$ cat src/sv/mtbd_pkg.sv
// ----------------------------------------------------------------------------
// mtbd_pkg
// Shared constants and types of the multi-tap bit-crushing delay: sizes,
// register fields and reset values, channel payloads and the memory request.
// ----------------------------------------------------------------------------
package mtbd_pkg;

  localparam int LINE_DEPTH = 262144;
  localparam int TAP_COUNT  = 8;

  localparam int ADDR_W = $clog2(LINE_DEPTH);
  localparam int RING_W = ADDR_W + 1;
  localparam int TAP_W  = (TAP_COUNT > 1) ? $clog2(TAP_COUNT) : 1;

  localparam int SAMPLE_W = 16;

  // Configuration field widths.
  localparam int DELAY_W = 18;
  localparam int FB_W    = 15;
  localparam int DEPTH_W = 5;
  localparam int DECAY_W = 3;
  localparam int MIX_W   = 16;
  localparam int HOLD_W  = 4;
  localparam int RLEN_W  = 19;

  // Configuration port.
  localparam int REG_COUNT = 8;
  localparam int PADDR_W   = $clog2(REG_COUNT * 4);
  localparam int PDATA_W   = 32;

  // Arithmetic constants.
  localparam int Q15_ONE    = 32768;
  localparam int GAIN_FLOOR = 33;
  localparam int HOLD_MAX   = 8;
  localparam int HCNT_W     = $clog2(HOLD_MAX);

  // Register reset values.
  localparam int RST_DELAY    = 18000;
  localparam int RST_FEEDBACK = 18022;
  localparam int RST_DEPTH    = 16;
  localparam int RST_DECAY    = 2;
  localparam int RST_MIX      = 19661;
  localparam int RST_HOLD     = 1;
  localparam int RST_RING     = 192000;
  localparam int RST_STEREO   = 1;

  typedef struct packed {
    logic signed [SAMPLE_W-1:0] left_in;
    logic signed [SAMPLE_W-1:0] right_in;
  } sample_t;

  typedef struct packed {
    logic signed [SAMPLE_W-1:0] left_out;
    logic signed [SAMPLE_W-1:0] right_out;
  } mix_t;

  typedef struct packed {
    logic [DELAY_W-1:0] delay_length;
    logic [FB_W-1:0]    feedback_gain;
    logic [DEPTH_W-1:0] start_depth;
    logic [DECAY_W-1:0] depth_decay;
    logic [MIX_W-1:0]   wet_mix;
    logic [HOLD_W-1:0]  hold_factor;
    logic [RLEN_W-1:0]  ring_length;
    logic               stereo_mode;
  } cfg_t;

  typedef struct packed {
    logic                       we_l;
    logic                       we_r;
    logic [ADDR_W-1:0]          addr;
    logic signed [SAMPLE_W-1:0] wdata_l;
    logic signed [SAMPLE_W-1:0] wdata_r;
  } ram_req_t;

endpackage

$ cat src/sv/mtbd_regs.sv
// ----------------------------------------------------------------------------
// mtbd_regs
// Configuration register file behind the APB-style port.
// ----------------------------------------------------------------------------
module mtbd_regs (
  input  logic                           clk,
  input  logic                           rst,
  input  logic                           psel,
  input  logic                           penable,
  input  logic                           pwrite,
  input  logic [mtbd_pkg::PADDR_W-1:0]   paddr,
  input  logic [mtbd_pkg::PDATA_W-1:0]   pwdata,
  output logic [mtbd_pkg::PDATA_W-1:0]   prdata,
  output logic                           pready,
  output mtbd_pkg::cfg_t                 cfg
);

  typedef enum logic [mtbd_pkg::PADDR_W-3:0] {
    REG_DELAY,
    REG_FEEDBACK,
    REG_DEPTH,
    REG_DECAY,
    REG_MIX,
    REG_HOLD,
    REG_RING,
    REG_STEREO
  } reg_idx_t;

  reg_idx_t idx;
  logic     wr;

  assign idx    = reg_idx_t'(paddr[mtbd_pkg::PADDR_W-1:2]);
  assign wr     = psel && penable && pwrite;
  assign pready = 1'b1;

  always_ff @(posedge clk) begin
    if (rst) begin
      cfg.delay_length  <= mtbd_pkg::DELAY_W'(mtbd_pkg::RST_DELAY);
      cfg.feedback_gain <= mtbd_pkg::FB_W'(mtbd_pkg::RST_FEEDBACK);
      cfg.start_depth   <= mtbd_pkg::DEPTH_W'(mtbd_pkg::RST_DEPTH);
      cfg.depth_decay   <= mtbd_pkg::DECAY_W'(mtbd_pkg::RST_DECAY);
      cfg.wet_mix       <= mtbd_pkg::MIX_W'(mtbd_pkg::RST_MIX);
      cfg.hold_factor   <= mtbd_pkg::HOLD_W'(mtbd_pkg::RST_HOLD);
      cfg.ring_length   <= mtbd_pkg::RLEN_W'(mtbd_pkg::RST_RING);
      cfg.stereo_mode   <= 1'(mtbd_pkg::RST_STEREO);
    end else if (wr) begin
      unique case (idx)
        REG_DELAY:    cfg.delay_length  <= pwdata[mtbd_pkg::DELAY_W-1:0];
        REG_FEEDBACK: cfg.feedback_gain <= pwdata[mtbd_pkg::FB_W-1:0];
        REG_DEPTH:    cfg.start_depth   <= pwdata[mtbd_pkg::DEPTH_W-1:0];
        REG_DECAY:    cfg.depth_decay   <= pwdata[mtbd_pkg::DECAY_W-1:0];
        REG_MIX:      cfg.wet_mix       <= pwdata[mtbd_pkg::MIX_W-1:0];
        REG_HOLD:     cfg.hold_factor   <= pwdata[mtbd_pkg::HOLD_W-1:0];
        REG_RING:     cfg.ring_length   <= pwdata[mtbd_pkg::RLEN_W-1:0];
        REG_STEREO:   cfg.stereo_mode   <= pwdata[0];
      endcase
    end
  end

  always_comb begin
    unique case (idx)
      REG_DELAY:    prdata = mtbd_pkg::PDATA_W'(cfg.delay_length);
      REG_FEEDBACK: prdata = mtbd_pkg::PDATA_W'(cfg.feedback_gain);
      REG_DEPTH:    prdata = mtbd_pkg::PDATA_W'(cfg.start_depth);
      REG_DECAY:    prdata = mtbd_pkg::PDATA_W'(cfg.depth_decay);
      REG_MIX:      prdata = mtbd_pkg::PDATA_W'(cfg.wet_mix);
      REG_HOLD:     prdata = mtbd_pkg::PDATA_W'(cfg.hold_factor);
      REG_RING:     prdata = mtbd_pkg::PDATA_W'(cfg.ring_length);
      REG_STEREO:   prdata = mtbd_pkg::PDATA_W'(cfg.stereo_mode);
    endcase
  end

endmodule

$ cat config.mk
export PLATFORM = sky130hd
export DESIGN_NAME = mtbd_regs
export DESIGN_NICKNAME = d
export VERILOG_FILES = /design/src/sv/mtbd_pkg.sv /design/src/sv/mtbd_regs.sv
export SDC_FILE = /design/constraint.sdc
export NUM_CORES = 1
export LEC_CHECK = 0
export BUFFER_PORTS_ARGS = -buffer_cell sky130_fd_sc_hd__buf_2
export CORE_MARGIN = 1
export CORE_UTILIZATION = 42
export DETAILED_ROUTE_END_ITERATION = 8
export MAX_ROUTING_LAYER = met4
export PLACE_DENSITY_LB_ADDON = 0.12
export SYNTH_ARGS = -nofsm -noshare
export SYNTH_HDL_FRONTEND = slang
export SYNTH_SLANG_ARGS = --single-unit
$ cat constraint.sdc
create_clock -name clk -period 1.2 [get_ports clk]
set_input_delay 0.12 -clock clk [delete_from_list [all_inputs] [get_ports clk]]
set_output_delay 0.12 -clock clk [all_outputs]
set_load 0.05 [all_outputs]
* Word-level counts from Yosys, hierarchy flattened *
Cells that the tools add are included.

operators by class
  equal/unequal tests = 7
  multiplexer cells = 1
  reductions and logical operators = 11

operators by type and width
  cell                                                             count
  32-bit one-hot mux with 8 select lines                           1
  2-bit AND reduction                                              8
  3-bit == test, second input constant                             4
  3-bit by 2-bit == test with 1-bit output, second input constant  2
  3-bit by 1-bit == test with 1-bit output, second input constant  1
  3-bit zero test                                                  1
  1-bit logical AND                                                2

word-level totals
  register bits after elaboration = 81

* Depth between registers and ports, before layout *
  word-level depth = 3
  mapped depth = 7

* Worst setup path before layout *
OpenSTA, ideal clock, no wires.

  kind = reg-to-output
  from = register cfg[52] (netlist name)
  to = output prdata[4] (netlist name)
  data arrival time = 2004 ps
  required time = 1080 ps
  path slack = -924 ps
  stages on the path, launching flop included = 3
  path through = dfxtp_1 mux2i_1 o32ai_1

on the way
  cells in the longest elaborated chain, start to end = 1

RTL lines
  element                                 RTL line         source
  from (decl)                             mtbd_regs.sv:15  output mtbd_pkg::cfg_t cfg
  32-bit one-hot mux with 8 select lines  mtbd_regs.sv:61  unique case (idx)
  to (decl)                               mtbd_regs.sv:13  output logic [mtbd_pkg::PDATA_W-1:0] prdata,

Every way passes these cells. The select of a mux whose other input is x is not followed.

* Worst setup path in the final report *
  from = register cfg[3] (netlist name)
  to = output prdata[2] (netlist name)

Same word-level chain as after synthesis.

==> results.txt <==
----------------------------------------------------
[Timing]
  Final hold viol count ... 0
  Share of the cycle needed by the critical path after routing ... 145%
  Worst clock skew on the final layout ... 0 ns
  Maximum clock rate ... 0.576 GHz
  Setup_tns ... -3.89 ns
  Post-layout min period ... 1.74 ns
  Number of setup violations in the final report ... 18
  RSZ-0062 raised after global routing ... true
  Hold Worst Slack ... 0.0230 ns
  Worst Slack Setup Final ... -0.535 ns
  Max Transition Viols Final ... 0

[Detailed routing]
  Total number of vias ... 4055
  Total detailed-routing wirelength ... 12.7 mm
  Vias/cell ... 5.20
  Number of nets with antenna violations after detailed routing ... 0
  Count of routing violations after the opening detailed-route iteration ... 145
  Length of the first detailed-routing pass in iterations ... 4
  DRC ... 0
  Routed length per instance ... 16.3 um

[Yosys]
  Synth top area cells ... dfxtp_1, a21oi_1, nand2_1, nor3_1, nor2_1
  Fraction of registers with async set or reset after synthesis ... 0%
  Sequential fraction of the synthesis area ... 43.2%
  Number of flops mapped to enable cells by yosys ... 0
  Count of unique library cells instantiated by Yosys ... 41
  Number of warnings issued by yosys ... 0
  #FFs+latches synth ... 81
  Flip-flop cell with the highest count after synthesis ... dfxtp_1
  Area share of the largest cell type after synthesis ... 43.2%
  Mean area per synthesized cell ... 7.64 sq um
  Cell area after synthesis ... 3750 sq um
  Mapped Cells ... 491
  Largest area contributor in the netlist ... dfxtp_1

[Finish]
  Layout Area Growth over Synthesis ... 58.1%
  Design Area, Final ... 5930 sq um
  Largest regs ... cfg (81)
  Fraction of layout instances using a drive strength above 1 ... 56.8%
  Most frequent cells in the layout ... buf_2, nand2_1, a21oi_1
  Nets@finish ... 709
  ANT cells ... 0
  Final Util ... 68.3%
  Final cell count without fillers ... 780
  Fill cell instance count of the final layout ... 742
  Register containing the most flip-flops in the final layout ... cfg
  Max reg flops ... 81
  Total area of sequential cells ... 1770 sq um
  Most common cell after layout, fill and taps aside ... buf_2
  Area of the multi-input gates ... 2300 sq um

[Setup path]
  Critical path class ... flip-flop to primary output
  Signal arrival time at the worst endpoint ... 1.62 ns
  CP Launch Type ... flip-flop
  R2R Path Start ... cfg[38]$_SDFFE_PP1P_
  Maximum fanout count along the critical path ... 2
  List of cells traversed by the critical path ... mux4_2, mux2_4, buf_6
  Reg2Reg Depth ... 3
  Critical Path Source ... cfg[3]$_SDFFE_PP0P_
  CP max stage cell ... mux4_2
  Critical Path End ... prdata[2]
  Max incr delay on CP ... 0.48 ns
  CP Capture Type ... primary output
  Register-to-register setup slack ... 0.37 ns
  Required time at the worst-slack endpoint ... 1.08 ns
  Reg-to-reg critical path endpoint ... cfg[38]$_SDFFE_PP1P_

[Outcome]
  Outcome ... finished, violations left
  Failing checks ... setup timing

[Place]
  Gpl congestion ... 0.843
  Input/output buffers ... 126
  HPWL after detailed placement ... 8.74 mm
  Number of placed instances, taps included ... 743
  Worst slack after detailed placement ... -0.295 ns
  DP Area ... 5210 sq um

[Clocking]
  Clock Sink Count ... 81
  Worst skew pair latency ... 0.35 ns
  TritonCTS clock tree ... done
  CTS H-tree lvls ... 3
  Clock-pin slew reported for the worst setup and hold paths after clock tree synthesis ... 0.08 ns
  Inserted Clock Buffers ... 9
  Max Root-Sink Buffers ... 2
  Root buffer cell ... clkbuf_8

[Min path]
  HP Class ... primary input to flip-flop
  Hold Path Origin ... pwdata[15]

[Pwr]
  Power per standard cell area ... 1000 nW/um^2
  Maximum vdd drop ... 0.000492 V
  Total Power Consumption ... 5.93 mW
  Pleak ... 2.45 nW

[Die]
  Die footprint ... 9310 sq um
  Initial Util ... 43.2%
  Height of the die ... 96.5 um
  Floorplan die width ... 96.5 um
  Row count ... 34
  Core outline area ... 8680 sq um
  Number of ports placed on the die boundary ... 156

[GRT]
  Met3 track demand over resource in global routing ... 3.05%
  Largest net degree at the start of global routing ... 53
  Tot GR Track Use ... 28.2%
  Busiest layer in global routing ... met2
  Number of antenna violations at the first check in global routing ... 0
  Met2 demand-to-capacity share in global routing ... 45.0%
  Met1 Resource Use GR ... 36.8%
  Overflow left after global routing ... 0
  Via count of the first global-routing pass ... 3739
  Wire length of the first global-routing pass ... 19.2 mm

[Run]
  MaxCap Viol Count ... 0

----------------------------------------------------
## synthesized netlist by cell type (2+ instances only)
master    count
nand2_1     101
a21oi_1      97
dfxtp_1      81
nor2_1       37
nor3_1       30
buf_2        19
buf_4        14
clkbuf_1     14
inv_1        12
nor2b_1      12
o21bai_1     10
mux2i_1       7
o21ai_0       6
mux2_2        5
nand3_1       5
nand2b_1      4
nor3_2        4
a211o_1       2
a21o_1        2
a22oi_1       2
a32oi_1       2
and3b_1       2
conb_1        2
o22a_1        2
or2_2         2
or3_1         2
## final cells by class
type,instances,area share (%)
Multi-Input combinational cell,360,38.8
Timing Repair Buffer,203,24.8
Clock buffer,11,2.22
Clock inverter,5,1.35
Sequential cell,81,29.9
Tap cell,108,2.28
Inverter,12,0.760
## cells by family (layout without fill, tap and decap cells)
| logic type | after synthesis | in the layout | synth area share, % |
|---|---|---|---|
| AOI/OAI and AO/OA | 127 | 127 | 18.7 |
| other | 2 | 14 | 0.200 |
| and+or+nand+nor | 206 | 206 | 25.5 |
| DFF | 81 | 81 | 43.2 |
| buffers and inverters | 62 | 231 | 8.47 |
| muxes | 13 | 13 | 3.97 |
## how the worst min path moves through the flow
stage,cells after the start,to,slack (ns)
after floorplan,2,cfg[14]$_SDFFE_PP1P_,0.24
after global placement,3,cfg[18]$_SDFFE_PP1P_,0.36
after detailed placement,3,cfg[18]$_SDFFE_PP1P_,0.37
after CTS,3,cfg[16]$_SDFFE_PP1P_,0.003
after global routing,3,cfg[39]$_SDFFE_PP0P_,0.03
final,3,cfg[39]$_SDFFE_PP0P_,0.02
## timing repair
item | in CTS | in global routing
resized for setup | 85 | 21
endpoints found under the hold margin | 5 | 0
gates cloned | 0 | 1
hold buffers | 5 | 0
pin swaps | 22 | 11
setup endpoints to repair | 19 | 29
buffers inserted | 13 | 2
## power breakdown
part           switching [mW]  internal [mW]
clock network           0.990           1.17
registers              0.0168           2.65
logic                   0.716          0.389
total                    1.72           4.21
## metal layers
layer,wire [um],up-vias
met5,0,-
met4,246,0
met3,690,22
met2,6280,147
met1,5480,1909
li1,-,1977
## worst max-delay path, delay by kind of cell (launching register included)
kind	cells	cell delay, ns
flops	1	0.34
mux	2	0.77
buf+inv	1	0.15
Power figures use the tool's default switching activity.
